$ cat config.mk
export PLATFORM = sky130hd
export DESIGN_NAME = modular_exponentiation_top
export DESIGN_NICKNAME = d
export VERILOG_FILES = /design/src/rtl/core/me_pkg.sv /design/src/rtl/core/modular_exponentiation_top.sv /design/src/rtl/core/me_apb.sv /design/src/rtl/core/me_mulmod.sv
export SDC_FILE = /design/constraint.sdc
export NUM_CORES = 1
export LEC_CHECK = 0
export BUFFER_PORTS_ARGS = -buffer_cell sky130_fd_sc_hd__clkbuf_2
export CORE_MARGIN = 3
export CORE_UTILIZATION = 45
export DETAILED_ROUTE_END_ITERATION = 7
export PLACE_DENSITY = 0.61
export SLEW_MARGIN = 20
export SYNTH_ARGS = -nofsm -noshare
export SYNTH_HDL_FRONTEND = slang
export SYNTH_HIERARCHICAL = 1
export SYNTH_SLANG_ARGS = --single-unit
$ cat constraint.sdc
create_clock -name i_clk -period 5.95 [get_ports i_clk]
set_input_delay 1.785 -clock i_clk [delete_from_list [all_inputs] [get_ports i_clk]]
set_output_delay 1.785 -clock i_clk [all_outputs]
set_load 0.02 [all_outputs]
$ cat src/rtl/core/me_pkg.sv
`timescale 1ns / 1ps

package me_pkg;

    // field width of base, exponent, modulus and result words
    localparam int FIELD_W = 32;

    // apb byte address width, word index in bit 2
    localparam int PADDR_W = 3;

    // word index of the modulus register
    localparam logic REG_MODULUS = 1'b0;

    localparam logic [FIELD_W-1:0] MODULUS_RESET = 32'd1;

    typedef struct packed {
        logic busy;
        logic done;
    } t_mul_stat;

endpackage

$ cat src/rtl/core/modular_exponentiation_top.sv
`timescale 1ns / 1ps
// channel   | valid       | ready       | payload
// in        | i_in_valid  | o_in_ready  | i_base_value, i_exponent
// out       | o_out_valid | i_out_ready | o_result
// config    | psel/penable/pwrite | pready | paddr, pwdata, prdata
//
// one word at a time; a taken zero exponent sets r_pend, then moves on to the output register
// otherwise the shared bit-serial modular multiplier makes one base
// reduction, one multiply per set exponent bit and one squaring per bit below the top set bit,
// with one pass through the decision state S_NEXT per exponent bit
// synchronous active-low reset clears control state and sets modulus to 1
// a finished word waits in the output register; the next input word is taken meanwhile

module modular_exponentiation_top #(
    parameter int OPERAND_WIDTH = 32
) (
    input  logic                        i_clk,
    input  logic                        i_rst_n,
    input  logic                        i_in_valid,
    output logic                        o_in_ready,
    input  logic [me_pkg::FIELD_W-1:0]  i_base_value,
    input  logic [me_pkg::FIELD_W-1:0]  i_exponent,
    output logic                        o_out_valid,
    input  logic                        i_out_ready,
    output logic [me_pkg::FIELD_W-1:0]  o_result,
    input  logic                        psel,
    input  logic                        penable,
    input  logic                        pwrite,
    input  logic [me_pkg::PADDR_W-1:0]  paddr,
    input  logic [me_pkg::FIELD_W-1:0]  pwdata,
    output logic [me_pkg::FIELD_W-1:0]  prdata,
    output logic                        pready
);
    import me_pkg::*;

    localparam int W = OPERAND_WIDTH;

    typedef enum logic [4:0] {
        S_IDLE = 5'b00001,
        S_RED  = 5'b00010,
        S_NEXT = 5'b00100,
        S_MUL  = 5'b01000,
        S_SQR  = 5'b10000
    } t_state;

    t_state             r_state, n_state;
    logic [W-1:0]       r_acc;
    logic [W-1:0]       r_x;
    logic [W-1:0]       r_e;
    logic               r_pend;
    logic               r_out_valid;
    logic [FIELD_W-1:0] r_res;

    logic [FIELD_W-1:0] w_modulus;
    logic [W-1:0]       w_m;
    logic               w_in_acc;
    logic               w_out_free;
    logic               w_start;
    logic [W-1:0]       w_a, w_b, w_p;
    t_mul_stat          w_stat;

    me_apb u_apb (
        .i_clk     (i_clk),
        .i_rst_n   (i_rst_n),
        .psel      (psel),
        .penable   (penable),
        .pwrite    (pwrite),
        .paddr     (paddr),
        .pwdata    (pwdata),
        .prdata    (prdata),
        .pready    (pready),
        .o_modulus (w_modulus)
    );

    assign w_m = W'(w_modulus);

    me_mulmod #(.W(W)) u_mul (
        .i_clk   (i_clk),
        .i_rst_n (i_rst_n),
        .i_start (w_start),
        .i_a     (w_a),
        .i_b     (w_b),
        .i_m     (w_m),
        .o_p     (w_p),
        .o_stat  (w_stat)
    );

    // a finished result may only sit in r_acc until the output register frees
    assign o_in_ready = (r_state == S_IDLE) && !r_pend;
    assign w_in_acc   = i_in_valid && o_in_ready;
    assign w_out_free = !r_out_valid || i_out_ready;

    always_comb begin
        n_state = r_state;
        w_start = 1'b0;
        w_a     = r_x;
        w_b     = r_x;
        case (r_state)
            S_IDLE: begin
                if (w_in_acc && (W'(i_exponent) != '0)) begin
                    // base mod m as 1 * base
                    w_start = 1'b1;
                    w_a     = W'(1);
                    w_b     = W'(i_base_value);
                    n_state = S_RED;
                end
            end
            S_RED: begin
                if (w_stat.done) begin
                    n_state = S_NEXT;
                end
            end
            S_NEXT: begin
                if (r_e[0]) begin
                    w_start = 1'b1;
                    w_a     = r_acc;
                    n_state = S_MUL;
                end else begin
                    w_start = 1'b1;
                    n_state = S_SQR;
                end
            end
            S_MUL: begin
                if (w_stat.done) begin
                    if (r_e[W-1:1] != '0) begin
                        w_start = 1'b1;
                        n_state = S_SQR;
                    end else begin
                        n_state = S_IDLE;
                    end
                end
            end
            S_SQR: begin
                if (w_stat.done) begin
                    n_state = S_NEXT;
                end
            end
            default: begin
                n_state = S_IDLE;
            end
        endcase
    end

    always_ff @(posedge i_clk) begin
        if (!i_rst_n) begin
            r_state     <= S_IDLE;
            r_pend      <= 1'b0;
            r_out_valid <= 1'b0;
        end else begin
            r_state <= n_state;
            if (r_pend && w_out_free) begin
                r_out_valid <= 1'b1;
                r_pend      <= 1'b0;
            end else if (i_out_ready) begin
                r_out_valid <= 1'b0;
            end
            if (w_in_acc && (W'(i_exponent) == '0)) begin
                r_pend <= 1'b1;
            end else if (r_state == S_MUL && w_stat.done && (r_e[W-1:1] == '0)) begin
                r_pend <= 1'b1;
            end
        end
    end

    always_ff @(posedge i_clk) begin
        if (w_in_acc) begin
            r_acc <= W'(1);
            r_e   <= W'(i_exponent);
        end
        if (r_pend && w_out_free) begin
            r_res <= FIELD_W'(r_acc);
        end
        case (r_state)
            S_RED: begin
                if (w_stat.done) begin
                    r_x <= w_p;
                end
            end
            S_NEXT: begin
                if (!r_e[0]) begin
                    r_e <= r_e >> 1;
                end
            end
            S_MUL: begin
                if (w_stat.done) begin
                    r_acc <= w_p;
                    r_e   <= r_e >> 1;
                end
            end
            S_SQR: begin
                if (w_stat.done) begin
                    r_x <= w_p;
                end
            end
            default: begin
            end
        endcase
    end

    assign o_out_valid = r_out_valid;
    assign o_result    = r_res;

endmodule

$ cat src/rtl/core/me_apb.sv
`timescale 1ns / 1ps

module me_apb (
    input  logic                        i_clk,
    input  logic                        i_rst_n,
    input  logic                        psel,
    input  logic                        penable,
    input  logic                        pwrite,
    input  logic [me_pkg::PADDR_W-1:0]  paddr,
    input  logic [me_pkg::FIELD_W-1:0]  pwdata,
    output logic [me_pkg::FIELD_W-1:0]  prdata,
    output logic                        pready,
    output logic [me_pkg::FIELD_W-1:0]  o_modulus
);
    import me_pkg::*;

    logic [FIELD_W-1:0] r_modulus;
    logic               w_sel_mod;

    assign w_sel_mod = (paddr[PADDR_W-1] == REG_MODULUS);

    always_ff @(posedge i_clk) begin
        if (!i_rst_n) begin
            r_modulus <= MODULUS_RESET;
        end else if (psel && penable && pwrite && w_sel_mod) begin
            r_modulus <= pwdata;
        end
    end

    assign prdata    = w_sel_mod ? r_modulus : '0;
    assign pready    = 1'b1;
    assign o_modulus = r_modulus;

endmodule

$ cat src/rtl/core/me_mulmod.sv
`timescale 1ns / 1ps

module me_mulmod #(
    parameter int W = 32
) (
    input  logic               i_clk,
    input  logic               i_rst_n,
    input  logic               i_start,
    input  logic [W-1:0]       i_a,
    input  logic [W-1:0]       i_b,
    input  logic [W-1:0]       i_m,
    output logic [W-1:0]       o_p,
    output me_pkg::t_mul_stat  o_stat
);
    import me_pkg::*;

    localparam int CNT_W = $clog2(W + 1);

    logic [W-1:0]     r_acc, n_acc;
    logic [W-1:0]     r_a;
    logic [W-1:0]     r_b;
    logic [W-1:0]     r_m;
    logic [CNT_W-1:0] r_cnt;
    logic             r_busy;
    logic             r_done;

    logic [W+1:0] w_t, w_m1, w_m2, w_s1, w_s2;

    // interleaved step: acc = 2*acc + bit*a, then pull back below m
    assign w_t  = {1'b0, r_acc, 1'b0} + (r_b[W-1] ? {2'b00, r_a} : '0);
    assign w_m1 = {2'b00, r_m};
    assign w_m2 = {1'b0, r_m, 1'b0};
    assign w_s1 = w_t - w_m1;
    assign w_s2 = w_t - w_m2;

    always_comb begin
        if (r_m == '0) begin
            // modulus zero wraps at the datapath width
            n_acc = w_t[W-1:0];
        end else if (w_t >= w_m2) begin
            n_acc = w_s2[W-1:0];
        end else if (w_t >= w_m1) begin
            n_acc = w_s1[W-1:0];
        end else begin
            n_acc = w_t[W-1:0];
        end
    end

    always_ff @(posedge i_clk) begin
        if (!i_rst_n) begin
            r_busy <= 1'b0;
            r_done <= 1'b0;
            r_cnt  <= '0;
        end else begin
            r_done <= 1'b0;
            if (i_start) begin
                r_busy <= 1'b1;
                r_cnt  <= CNT_W'(W);
            end else if (r_busy) begin
                r_cnt <= r_cnt - CNT_W'(1);
                if (r_cnt == CNT_W'(1)) begin
                    r_busy <= 1'b0;
                    r_done <= 1'b1;
                end
            end
        end
    end

    always_ff @(posedge i_clk) begin
        if (i_start) begin
            r_acc <= '0;
            r_a   <= i_a;
            r_b   <= i_b;
            r_m   <= i_m;
        end else if (r_busy) begin
            r_acc <= n_acc;
            r_b   <= {r_b[W-2:0], 1'b0};
        end
    end

    assign o_p         = r_acc;
    assign o_stat.busy = r_busy;
    assign o_stat.done = r_done;

endmodule

==> results of run 1 <==
-- power by group through the flow --
stage               Sequential, W  Clock [W]  Combinational [W]
global placement          0.00278          0            0.00596
global route              0.00279    0.00245            0.00697
finish                    0.00276    0.00233            0.00638
CTS                       0.00275    0.00238            0.00608
detailed placement        0.00279          0            0.00603
floorplan                 0.00268          0            0.00415
-- state kept, by name, summed over array words and instances, names as in the netlist --
| name | flops |
|---|---|
| u_mul/r_m | 32 |
| o_result | 32 |
| u_mul/r_a | 32 |
| u_mul/r_busy | 1 |
| r_pend | 1 |
| u_mul/r_done | 1 |
| u_apb/o_modulus | 32 |
| u_mul/r_cnt | 6 |
| u_mul/o_p | 32 |
| r_acc | 32 |
| r_state | 5 |
| o_out_valid | 1 |
| u_mul/r_b | 32 |
| r_x | 32 |
| r_e | 32 |
-- critical path: cells and delay by family, from the launching register on --
kind / cells / cell delay [ps]
buf+inv: 3 / 470
compound gates: 13 / 3210
simple gates: 4 / 610
flops: 1 / 440
fa+ha+maj: 2 / 670
xor+xnor: 1 / 190
-- through the flow --
step           total power [W]  utilization  worst slack [ps]  TNS [ps]  hold WS, ps
4_1_cts                0.01121       0.5411             7.332         0        453.9
6_report               0.01146       0.5486             217.7         0        451.9
3_3_place_gp          0.008743       0.5090             40.72         0        438.8
2_1_floorplan         0.006823            -             522.0         0        422.3
5_1_grt                0.01221       0.5486            -120.0    -625.9        466.2
3_5_place_dp          0.008825       0.5090            -77.17    -77.46        438.0
-- worst min-delay path by stage --
stage | cells after the start | slack, ps | end | from
after floorplan | 0 | 420 | u_mul/r_m[10] | u_apb/o_modulus[10]
final | 0 | 450 | u_mul/r_m[1] | u_apb/o_modulus[1]
after detailed placement | 0 | 440 | u_mul/r_m[11] | u_apb/o_modulus[11]
after global routing | 0 | 470 | o_result[3] | r_acc[3]
after global placement | 0 | 440 | u_mul/r_m[22] | u_apb/o_modulus[22]
after CTS | 0 | 450 | u_mul/r_m[1] | u_apb/o_modulus[1]
-- routing by layer --
layer | vias to the layer above | routed length (um)
li1 | 7215 | -
met1 | 6739 | 23760
met2 | 419 | 20070
met3 | 57 | 2684
met4 | 0 | 1068
met5 | - | 0
-- final cells by class --
| type | count | area, um2 |
|---|---|---|
| clock buffers | 47 | 950.9 |
| clock inverters | 14 | 284.0 |
| fillers | 3576 | 17530 |
| inverters | 62 | 232.7 |
| multi-input cells | 1395 | 9612 |
| flip-flops and latches | 303 | 7667 |
| well taps | 518 | 648.1 |
| repair buffers | 303 | 1906 |
-- timing repair --
item,4_1_cts,5_1_grt
buffers inserted,0,7
gates resized for setup,3,38
pin swaps,1,19
hold buffers,0,0
setup endpoints to repair,7,32
cloned,0,1
endpoints found under the hold margin,0,0
==> metrics.md, run 1 <==
| Metric | Value |
|---|---|
| Via count | `14,430` |
| Crit path from | `u_mul/r_b[31]` |
| Max-slew violations | `0` |
| Fin nets | `~2,300` |
| Met2 global-route usage | `0.3242` |
| Status | `finished, final reports clean` |
| Share of layout cells above drive strength 1 | `0.2250` |
| Ant diodes | `0` |
| Post-route antenna net violation count | `0` |
| Mapped cell area | `17,740 um2` |
| Die width | `204.5 um` |
| Kind of start point of the critical path | `register` |
| RR Startpoint | `u_mul/r_b[31]` |
| Psw | `~0.0046 W` |
| GRT Total Usage | `0.2205` |
| CP Max Fanout | `9` |
| Die area | `around 42,000 um2` |
| Fin. Hold Viols | `0` |
| DR iter-0 viols | `931` |
| CTS tree | `done` |
| Slew headroom | `0.3339` |
| Routed len/inst | `18.01 um` |
| Final wirelength | `~48 mm` |
| Met1 usage | `0.3376` |
| I/O pins | `~170` |
| Reg power frac | `0.240` |
| Worst r2r dst | `u_mul/o_p[31]` |
| Slew @ Worst Pin | `996.7 ps` |
| Dpl cell area | `just under 20,000 um2` |
| Tmin final | `5732 ps` |
| Post-DP HPWL | `35.05 mm` |
| Area delta synth->final | `20.09%` |
| GR Overflow Total | `0` |
| Worst EP arrival | `6130 ps` |
| Sw Share | `0.4046` |
| Period utilization | `0.9634` |
| Clock share of power | `0.203` |
| GP Congestion | `0.9367` |
| Worst r2r path cells | `23` |
| P per Cell Area | `538.2 nW/um2` |
| LEAKAGE | `8.995 nW` |
| Busiest grt layer | `met1` |
| Post-Syn Instances | `roughly 1,800` |
| Worst setup path endpoint | `u_mul/o_p[31]` |
| Met3 usage | `0.02892` |
| Clock Latency Late Sink | `between 500 and 600 ps` |
| CTS buffer count | `34` |
| Syn Area/Cell | `9.608 um2` |
| Initial antenna violation count | `0` |
| Slowest CP cell | `edfxtp_1` |
| Comb pwr share | `0.557` |
| Most frequent cells in the layout | `nand2_1, clkbuf_2, edfxtp_1` |
| Internal | `0.006825 W` |
| Mapped Nets | `2,052` |
| Ys Warns | `6` |
| DRC | `0` |
| First-pass GRT wire length | `~74 mm` |
| Critical-path cell list | `buf_12, and2_1, ha_1, a21oi_1, o211ai_1, a41o_1, buf_4, a21o_1, a221o_1, xor2_2, buf_4, ha_1, a211oi_1, o21ai_0, a221oi_1, nand2_1, a31oi_1, nor2_1, a31o_2, a221oi_2, o21ai_0, nor4b_2, a211oi_1` |
| Max VDD drop | `0.2872 mV` |
| Most common cell after layout, fill and taps aside | `nand2_1` |
| Crit path capture type | `register` |
| Length of the first detailed-routing pass in iterations | `5` |
| R2R Setup Slk | `about 220 ps` |
| Design area | `roughly 21,000 um2` |
| H-tree depth | `2` |
| Floorplan row count | `72` |
| CTS max path bufs | `3` |
| Core area | `38,830 um2` |
| Root Buffer | `clkbuf_16` |
| Vias in the first global route | `13,670` |
| Vias per inst | `5.462` |
| Hold Crit Class | `register to register` |
| Non-filler cells, final | `2,642` |
| # setup viols final | `0` |
| Clock Skews | `12.45 ps` |
| Placed Cells | `2,572` |
| Max Freq | `174.5 MHz` |
| Critical path data required time | `between 6000 and 7000 ps` |
| Buffers on Ports | `169` |
| Starting Density | `0.4568` |
| Clk sinks | `303` |
| Die Y | `roughly 200 um` |
| Clock transition at the registers of the reported paths | `60 ps` |
| CP max stage delay | `440 ps` |
| Largest net degree at the start of global routing | `75` |
| Critical setup path kind | `register to register` |
| Max Cap Viol | `0` |
Note: power is estimated with default switching activity, not from simulation.
==> inputs of run 2 (changes only) <==
CORE_MARGIN = not set   (was 3)
==> run 2 against run 1 <==
Net effect: count of clock-buffer cells in the layout shrank 3; total power fell by 1.5%; critical endpoint unchanged; largest cell class unchanged; register-to-register slack improved by 20 ps; core utilization fell by 0.58 points; global-route usage increased by 1.7 points; die area is 3.9% lower; sequential share of layout area rose by 0.47 points; cell count is 0.26% lower; sequential power is essentially flat; design area decreased by 1.3%; worst hold slack got worse by 4.4 ps.
==> metrics.md, run 2 (same netlist as run 1, synthesis figures left out) <==
| Metric | Value |
|---|---|
| Largest net degree at the start of global routing | `67` |
| Fin. Hold Viols | `0` |
| I/O pins | `roughly 170` |
| Vias per inst | `5.526` |
| Register Area | `around 7700 um2` |
| Most common cell after layout, fill and taps aside | `nand2_1` |
| Status | `finished, final reports clean` |
| Worst r2r path cells | `23` |
| WHS Endpoint | `u_mul/r_m[5]` |
| LEAKAGE | `around 9 nW` |
| Initial antenna violation count | `0` |
| DR iter-0 viols | `925` |
| Clk sinks | `roughly 300` |
| Length of the first detailed-routing pass in iterations | `5` |
| H-tree depth | `2` |
| GRT Total Usage | `0.2380` |
| GP Congestion | `0.9025` |
| Multi-input logic area | `around 9500 um2` |
| RR Startpoint | `u_mul/r_b[31]` |
| Vias in the first global route | `13,850` |
| Worst EP arrival | `approximately 6100 ps` |
| CTS buffer count | `36` |
| Die area | `~40,000 um2` |
| First-pass GRT wire length | `between 70 and 80 mm` |
| Worst setup margin | `242.3 ps` |
| Share of layout cells above drive strength 1 | `0.2168` |
| CP Max Fanout | `11` |
| Starting Density | `0.4579` |
| Period utilization | `0.9593` |
| R2R Setup Slk | `~240 ps` |
| Hold buffer count at cts | `0` |
| Die Y | `200.5 um` |
| Root Buffer | `clkbuf_16` |
| CTS max path bufs | `3` |
| Setup tns final | `0 ps` |
| Core area | `38,740 um2` |
| Final core utilization | `0.5428` |
| P per Cell Area | `~540 nW/um2` |
| Max Cap Viol | `0` |
| Slew @ Worst Pin | `roughly 1100 ps` |
| Slew headroom | `0.2906` |
| Critical setup path kind | `register to register` |
| Critical path data required time | `6330 ps` |
| Most frequent cells in the layout | `nand2_1, clkbuf_2, edfxtp_1` |
| Floorplan row count | `72` |
| Worst hold path cell count | `0` |
| Final wirelength | `48.38 mm` |
| Clock Skews | `just over 30 ps` |
| Max Freq | `175.2 MHz` |
| Hold Crit Class | `register to register` |
| Fill count | `3,550` |
| CTS tree | `done` |
| Worst hold start | `u_apb/o_modulus[5]` |
| Setup WS pre-CTS | `122.6 ps` |
| Kind of start point of the critical path | `register` |
| Max-slew violations | `0` |
| Clock Latency Late Sink | `550 ps` |
| Crit path from | `u_mul/r_b[31]` |
| DRC | `0` |
| Fin nets | `around 2,300` |
| Buffers on Ports | `~170` |
| Ant diodes | `0` |
| Post-route antenna net violation count | `0` |
| Clock transition at the registers of the reported paths | `around 70 ps` |
| Die width | `between 200 and 250 um` |
| Dpl cell area | `19,720 um2` |
| Routed len/inst | `roughly 18 um` |
| Worst r2r dst | `u_mul/o_p[31]` |
| Max VDD drop | `0.2412 mV` |
| Tmin final | `5708 ps` |
| Design area | `roughly 21,000 um2` |
| # setup viols final | `0` |
| GR Overflow Total | `0` |
| Crit path capture type | `register` |
| Via count | `about 15,000` |
| Post-DP HPWL | `35.71 mm` |
| Area delta synth->final | `18.54%` |
-- run 2: cell count changes in the layout (fill, tap and decap cells not counted), moves of 3 or more --
cell | previous run | this run
a211oi_1 | 10 | 7
clkinv_1 | 1 | 6
clkinv_2 | 1 | 5
a211oi_2 | 1 | 5
buf_4 | 130 | 122
bufinv_16 | 8 | 3
ha_1 | 94 | 97
-- run 2: worst max-delay path, stage by stage (launching register included) --
cell      delay (ps)
edfxtp_1         410
buf_4            180
and2_1           140
ha_1             320
a21oi_2          230
o211ai_1         180
a41o_1           280
buf_4            140
a21o_1           180
a221o_1          340
a211oi_2         250
xnor2_1          310
ha_1             370
and3_1           170
a221oi_2         270
nand2_1          100
a31oi_2          210
nor2_1           120
a31o_2           260
a221oi_1         290
buf_4            170
o21ai_0          200
nor4b_1          340
a211oi_1          90
-- run 2: layout make-up --
| class | instances | area share |
|---|---|---|
| timing repair buffer | 292 | 0.08510 |
| tap | 518 | 0.03083 |
| sequential | 303 | 0.3647 |
| inverter | 62 | 0.01107 |
| clock buffer | 44 | 0.04475 |
| clock inverter | 21 | 0.009819 |
| multi-input combinational | 1395 | 0.4538 |
-- run 2: power by group --
group	internal, W	switching (W)
sequential	0.00251	0.000252
combinational	0.00280	0.00357
clock	0.00127	0.000893
total	0.00658	0.00471
-- run 2: metal layers --
metal | share of wire | up-vias | GRT usage
met1 | 0.50 | 6854 | 0.3578
met3 | 0.056 | 59 | 0.03231
met5 | 0 | - | 0
met2 | 0.43 | 431 | 0.3523
li1 | - | 7217 | -
met4 | 0.023 | 0 | 0.07279
-- run 2: what timing repair did --
| action | 4_1_cts | 5_1_grt |
|---|---|---|
| setup buffers | 0 | 1 |
| resized for setup | 0 | 25 |
| hold endpoints to repair | 0 | 0 |
| setup endpoints to repair | 0 | 32 |
-- run 2: worst max-delay path by stage --
| stage | to | slack (ps) | cells past startpoint |
|---|---|---|---|
| floorplan | u_mul/o_p[23] | 520 | 27 |
| global placement | u_mul/o_p[23] | 140 | 26 |
| detailed placement | u_mul/o_p[2] | 120 | 26 |
| CTS | u_mul/o_p[23] | 80 | 26 |
| global route | u_mul/o_p[12] | -30 | 28 |
| finish | u_mul/o_p[31] | 240 | 23 |
-- run 2: per-stage QoR --
step           instances  power [W]  hold WS (ps)
6_report            2635    0.01129         447.4
5_1_grt             2635    0.01204         461.3
4_1_cts             2633    0.01115         450.5
3_5_place_dp        2568   0.008939         441.9
3_3_place_gp        2568   0.008892         433.2
2_1_floorplan       1846   0.006823         422.3
